**src/design/salc_pkg.sv**
```systemverilog
// Shared types and codes for the set-associative LRU cache simulator.
// No dependencies; used by every module of the block except salc_ram.
package salc_pkg;

  localparam int ADDR_W  = 64;
  localparam int TAG_W   = 64;
  localparam int KIND_W  = 2;
  localparam int OUTC_W  = 2;
  localparam int CNT_W   = 32;
  localparam int SB_W    = 4;
  localparam int BB_W    = 5;
  localparam int WAYS_W  = 4;
  localparam int SHAMT_W = 6;
  localparam int CFG_IDX_W  = 2;
  localparam int CFG_DATA_W = 5;

  localparam logic [KIND_W-1:0] KIND_LOAD   = 2'd0;
  localparam logic [KIND_W-1:0] KIND_STORE  = 2'd1;
  localparam logic [KIND_W-1:0] KIND_MODIFY = 2'd2;
  localparam logic [KIND_W-1:0] KIND_NONE   = 2'd3;

  localparam logic [OUTC_W-1:0] OUTC_HIT   = 2'd0;
  localparam logic [OUTC_W-1:0] OUTC_FILL  = 2'd1;
  localparam logic [OUTC_W-1:0] OUTC_EVICT = 2'd2;

  localparam logic [CFG_IDX_W-1:0] CFG_SET_BITS   = 2'd0;
  localparam logic [CFG_IDX_W-1:0] CFG_BLOCK_BITS = 2'd1;
  localparam logic [CFG_IDX_W-1:0] CFG_WAYS       = 2'd2;

  localparam logic [SB_W-1:0]   SET_BITS_RST   = 4'd4;
  localparam logic [BB_W-1:0]   BLOCK_BITS_RST = 5'd4;
  localparam logic [WAYS_W-1:0] WAYS_RST       = 4'd1;

  typedef struct packed {
    logic [KIND_W-1:0] kind;
    logic [ADDR_W-1:0] address;
  } in_item_t;

  typedef struct packed {
    logic [OUTC_W-1:0] outcome;
    logic              last;
    logic [CNT_W-1:0]  hit_total;
    logic [CNT_W-1:0]  miss_total;
    logic [CNT_W-1:0]  eviction_total;
  } out_item_t;

  typedef enum logic [2:0] {
    ST_CLEAR,
    ST_IDLE,
    ST_EVAL_ONE,
    ST_EVAL_FIRST,
    ST_EVAL_SECOND
  } ctl_state_t;

  typedef struct packed {
    logic start;     // latch tag/set, issue set read
    logic clr_step;  // write one reset row
    logic fire;      // resolve access, write row back, load output
    logic second;    // second pass of a modify uses the held row
    logic last;
  } ctl_cmd_t;

  typedef struct packed {
    logic clr_last;
    logic out_free;
  } dp_status_t;

endpackage

```
**src/design/salc_ctrl.sv**
```systemverilog
// Controller FSM: reset clearing pass, accept, then zero, one or two resolve passes.
// Depends on salc_pkg.
module salc_ctrl (
  input  logic                    clk,
  input  logic                    rst_n,
  input  logic                    in_valid,
  output logic                    in_ready,
  input  logic [salc_pkg::KIND_W-1:0] in_kind,
  input  salc_pkg::dp_status_t    st,
  output salc_pkg::ctl_cmd_t      cmd
);
  import salc_pkg::*;

  ctl_state_t state_r, state_nxt;

  always_ff @(posedge clk) begin
    if (!rst_n) begin
      state_r <= ST_CLEAR;
    end else begin
      state_r <= state_nxt;
    end
  end

  always_comb begin
    state_nxt = state_r;
    in_ready  = 1'b0;
    cmd       = '0;
    unique case (state_r)
      ST_CLEAR: begin
        cmd.clr_step = 1'b1;
        if (st.clr_last) begin
          state_nxt = ST_IDLE;
        end
      end
      ST_IDLE: begin
        in_ready = 1'b1;
        if (in_valid) begin
          cmd.start = 1'b1;
          unique case (in_kind) inside
            KIND_LOAD, KIND_STORE: state_nxt = ST_EVAL_ONE;
            KIND_MODIFY:           state_nxt = ST_EVAL_FIRST;
            default:               state_nxt = ST_IDLE;
          endcase
        end
      end
      ST_EVAL_ONE: begin
        if (st.out_free) begin
          cmd.fire  = 1'b1;
          cmd.last  = 1'b1;
          state_nxt = ST_IDLE;
        end
      end
      ST_EVAL_FIRST: begin
        if (st.out_free) begin
          cmd.fire  = 1'b1;
          state_nxt = ST_EVAL_SECOND;
        end
      end
      ST_EVAL_SECOND: begin
        cmd.second = 1'b1;
        if (st.out_free) begin
          cmd.fire  = 1'b1;
          cmd.last  = 1'b1;
          state_nxt = ST_IDLE;
        end
      end
      default: state_nxt = ST_CLEAR;
    endcase
  end

endmodule

```
**config.mk**
```make
export PLATFORM = sky130hd
export DESIGN_NAME = salc_ctrl
export DESIGN_NICKNAME = d
export VERILOG_FILES = /design/src/design/salc_pkg.sv /design/src/design/salc_ctrl.sv
export SDC_FILE = /design/constraint.sdc
export NUM_CORES = 1
export LEC_CHECK = 0
export ABC_AREA = 1
export BUFFER_PORTS_ARGS = -buffer_cell sky130_fd_sc_hd__buf_2
export CAP_MARGIN = 30
export CORE_AREA = 4 4 41 43
export CTS_BUF_LIST = sky130_fd_sc_hd__clkbuf_4 sky130_fd_sc_hd__clkbuf_8
export DETAILED_ROUTE_END_ITERATION = 6
export DIE_AREA = 0 0 45 47
export SLEW_MARGIN = 20
export SYNTH_ARGS = -nofsm -noshare
export SYNTH_HDL_FRONTEND = slang
export SYNTH_SLANG_ARGS = --single-unit
```
**constraint.sdc**
```tcl
create_clock -name clk -period 1.48 [get_ports clk]
set_input_delay 0.296 -clock clk [delete_from_list [all_inputs] [get_ports clk]]
set_output_delay 0.296 -clock clk [all_outputs]
set_load 0.01 [all_outputs]
```
==> flow_results.xml <==
<?xml version="1.0" encoding="UTF-8"?>
<metrics>
  <group name="placement">
    <metric name="dp.cells" unit="">70</metric>
    <metric name="post-place-ws" unit="ns">0.2537</metric>
    <metric name="dp_hpwl" unit="µm">489.5</metric>
    <metric name="placement.io_buffers" unit="">12</metric>
    <metric name="dpl_cell_area" unit="µm²">325.3</metric>
    <metric name="place_congestion" unit="">0.7125</metric>
  </group>
  <group name="synthesis">
    <metric name="synth_warnings" unit="">0</metric>
    <metric name="syn_nets" unit="">50</metric>
    <metric name="netlist-cell-type-count" unit="">12</metric>
    <metric name="ys_ff_latch" unit="">3</metric>
    <metric name="post_synth.cell_area_avg" unit="µm²">5.732</metric>
    <metric name="synth-seq-area-share" unit="%">24.37</metric>
    <metric name="syn-cell-area" unit="µm²">246.5</metric>
    <metric name="synth_cells" unit="">43</metric>
  </group>
  <group name="timing">
    <metric name="tightest_slew" unit="ns">0.1816</metric>
    <metric name="hold_viol" unit="">0</metric>
    <metric name="slew-limit-headroom" unit="%">87.85</metric>
    <metric name="time_the_final_worst_path_needs_with_i_o_delays_and_setup" unit="ns">1.376</metric>
    <metric name="finalCritPeriodShare" unit="%">92.97</metric>
    <metric name="max_freq" unit="GHz">0.7268</metric>
    <metric name="report.final.slew_viol_count" unit="">0</metric>
    <metric name="timing.final.ws_setup" unit="ns">0.1041</metric>
    <metric name="skew" unit="ns">0.007218</metric>
    <metric name="finalSetupViolations" unit="">0</metric>
  </group>
  <group name="cells_and_area">
    <metric name="num_antenna_cells" unit="">0</metric>
    <metric name="layout.nets" unit="">67</metric>
    <metric name="registers.top_by_ff_count" unit="">state_r</metric>
    <metric name="area_growth" unit="%">54.82</metric>
    <metric name="fin_cells" unit="">74</metric>
    <metric name="largest_register_ffs" unit="">3</metric>
    <metric name="largest_registers" unit="">state_r: 3 flops</metric>
    <metric name="drive_gt1_share" unit="%">45.76</metric>
    <metric name="stdcell_area" unit="µm²">381.6</metric>
  </group>
  <group name="clock_tree">
    <metric name="clk_pin_slew" unit="ns">0.04</metric>
    <metric name="worst_skew_pair.late_latency" unit="ns">0.24</metric>
    <metric name="number_of_buffers_on_the_longest_clock_path" unit="">2</metric>
    <metric name="number_of_clock_sinks_seen_by_cts" unit="">3</metric>
    <metric name="tritoncts_clock_tree" unit="">yes</metric>
    <metric name="numCtsBuffers" unit="">3</metric>
    <metric name="root_buffer" unit="">sky130_fd_sc_hd__clkbuf_4</metric>
    <metric name="h-tree-depth" unit="">1</metric>
  </group>
  <group name="floorplan">
    <metric name="placement_rows" unit="">13</metric>
    <metric name="die_h" unit="µm">47</metric>
    <metric name="coreArea" unit="mm²">0.001301</metric>
    <metric name="pin_count" unit="">13</metric>
    <metric name="die-width" unit="µm">45</metric>
    <metric name="die_area" unit="mm²">0.002115</metric>
    <metric name="effective_utilization_at_floorplan" unit="%">18.94</metric>
  </group>
  <group name="min_path">
    <metric name="holdCritPathClass" unit="">primary input to register</metric>
  </group>
  <group name="drt">
    <metric name="detail_route.first_pass.iterations" unit="">4</metric>
    <metric name="drcViolationCount" unit="">0</metric>
    <metric name="finalWirelength" unit="µm">604</metric>
    <metric name="detailroute.via_count" unit="">298</metric>
    <metric name="route.detailed.wl_per_inst" unit="µm">8.162</metric>
    <metric name="routed_via_density" unit="">4.027</metric>
    <metric name="drtIter0Drc" unit="">1</metric>
    <metric name="postRouteAntennaNets" unit="">0</metric>
  </group>
  <group name="job">
    <metric name="cap_violations" unit="">0</metric>
  </group>
  <group name="setup_path">
    <metric name="worst-setup-path-type" unit="">register to output pin</metric>
    <metric name="critical_path.max_fanout" unit="">6</metric>
    <metric name="crit_arrival" unit="ns">1.08</metric>
    <metric name="worst_ep_required_time" unit="ns">1.18</metric>
    <metric name="critPathLaunchType" unit="">register</metric>
    <metric name="timing.critical_path.to_type" unit="">output pin</metric>
  </group>
  <group name="pwr">
    <metric name="total_power" unit="µW">756.6</metric>
    <metric name="max-vdd-ir-drop" unit="mV">0.5157</metric>
    <metric name="power.leakage" unit="nW">0.2281</metric>
    <metric name="pwr_density" unit="mW/mm²">1983</metric>
  </group>
  <group name="global_routing">
    <metric name="grt_max_degree" unit="">8</metric>
    <metric name="grt_pass1_wl" unit="µm">959</metric>
    <metric name="grt_use_total" unit="%">6.709</metric>
    <metric name="antenna_found_initial" unit="">0</metric>
    <metric name="grt-ovfl-total" unit="">0</metric>
    <metric name="first_global_vias" unit="">244</metric>
  </group>
  <group name="run_status">
    <metric name="status" unit="">finished, final reports clean</metric>
  </group>
</metrics>
==> stage by stage <==
stage                TNS [ns]  utilization [%]  hold WS, ns
finish                      0            29.33       0.2957
global route        -0.005408            29.33       0.2933
CTS                         0            27.50       0.2843
detailed placement          0            25.00       0.5532
global placement            0            25.00       0.5482
floorplan                   0                -       0.4164
==> area by class of cell <==
cell class	count	area, µm²
fill	166	919.6
timing repair buffer	12	60.06
tap	15	18.77
inverter	8	30.03
clock buffer	4	30.03
multi-input combinational	32	173.9
sequential	3	68.82
==> layer usage <==
metal | global-route usage (%) | part of all wire (%) | vias up | routed length, µm
met4 | 7.018 | 0 | 0 | 0
met3 | 3.065 | 6.1 | 0 | 37
met2 | 10.17 | 56 | 4 | 339
li1 | - | - | 165 | -
met5 | 0 | 0 | - | 0
met1 | 6.576 | 38 | 129 | 228
==> worst paths after layout <==
check | startpoint | endpoint | slack, ns | cells past startpoint
worst max-delay path | state_r[1] | cmd[2] | 0.10 | 6
worst min-delay path | rst_n | state_r[0] | 0.30 | 3
worst max register to register | state_r[2] | state_r[2] | 0.38 | 6
worst min register to register | state_r[1] | state_r[1] | 0.56 | 2
==> worst max-delay path: stages (launching register included) <==
cell                      delay (ns)
sky130_fd_sc_hd__dfxtp_2        0.35
sky130_fd_sc_hd__nor2_4         0.14
sky130_fd_sc_hd__nand2_2        0.08
sky130_fd_sc_hd__nand3_2        0.07
sky130_fd_sc_hd__nand2_1        0.05
sky130_fd_sc_hd__inv_1          0.04
sky130_fd_sc_hd__buf_2          0.11
==> where the power goes <==
part	total, mW	internal (mW)	switching, mW
logic	0.397	0.172	0.224
registers	0.196	0.125	0.0702
clock network	0.164	0.119	0.0448
total	0.757	0.417	0.339
==> placed cells by master, fill, tap and decap left out <==
cell / instances
sky130_fd_sc_hd__a211o_2: 1
sky130_fd_sc_hd__a21oi_1: 3
sky130_fd_sc_hd__buf_2: 12
sky130_fd_sc_hd__clkbuf_4: 4
sky130_fd_sc_hd__dfxtp_2: 1
sky130_fd_sc_hd__dfxtp_4: 2
sky130_fd_sc_hd__inv_1: 8
sky130_fd_sc_hd__nand2_1: 10
sky130_fd_sc_hd__nand2_2: 3
sky130_fd_sc_hd__nand3_1: 3
sky130_fd_sc_hd__nand3_2: 2
sky130_fd_sc_hd__nand3b_1: 1
sky130_fd_sc_hd__nor2_1: 6
sky130_fd_sc_hd__nor2_4: 2
sky130_fd_sc_hd__nor3_1: 1
==> cell families after synthesis <==
family | count (synthesis) | synth area share [%]
buffers and inverters | 8 | 12.18
and+or+nand+nor | 28 | 53.31
AOI/OAI and AO/OA | 4 | 10.15
DFF | 3 | 24.37
==> synth_stat cells <==
| cell | n | area (µm²) |
|---|---|---|
| sky130_fd_sc_hd__inv_1 | 8 | 30.03 |
| sky130_fd_sc_hd__nor2_1 | 7 | 26.28 |
| sky130_fd_sc_hd__nor2_2 | 1 | 6.260 |
| sky130_fd_sc_hd__nand2_2 | 3 | 18.77 |
| sky130_fd_sc_hd__dfxtp_1 | 3 | 60.06 |
| sky130_fd_sc_hd__nor3_1 | 1 | 5.000 |
| sky130_fd_sc_hd__nand3_2 | 1 | 10.01 |
| sky130_fd_sc_hd__a21oi_1 | 3 | 15.01 |
| sky130_fd_sc_hd__nand3_1 | 4 | 20.02 |
| sky130_fd_sc_hd__nand3b_1 | 1 | 7.510 |
| sky130_fd_sc_hd__nand2_1 | 10 | 37.54 |
| sky130_fd_sc_hd__a211o_2 | 1 | 10.01 |
==> repair_timing <==
action,CTS,global route
hold buffers,0,0
gates resized for setup,2,7
endpoints found under the setup margin,1,3
setup buffers,0,0
pin swaps,0,1
No activity file was read; power rests on OpenSTA's default activity.
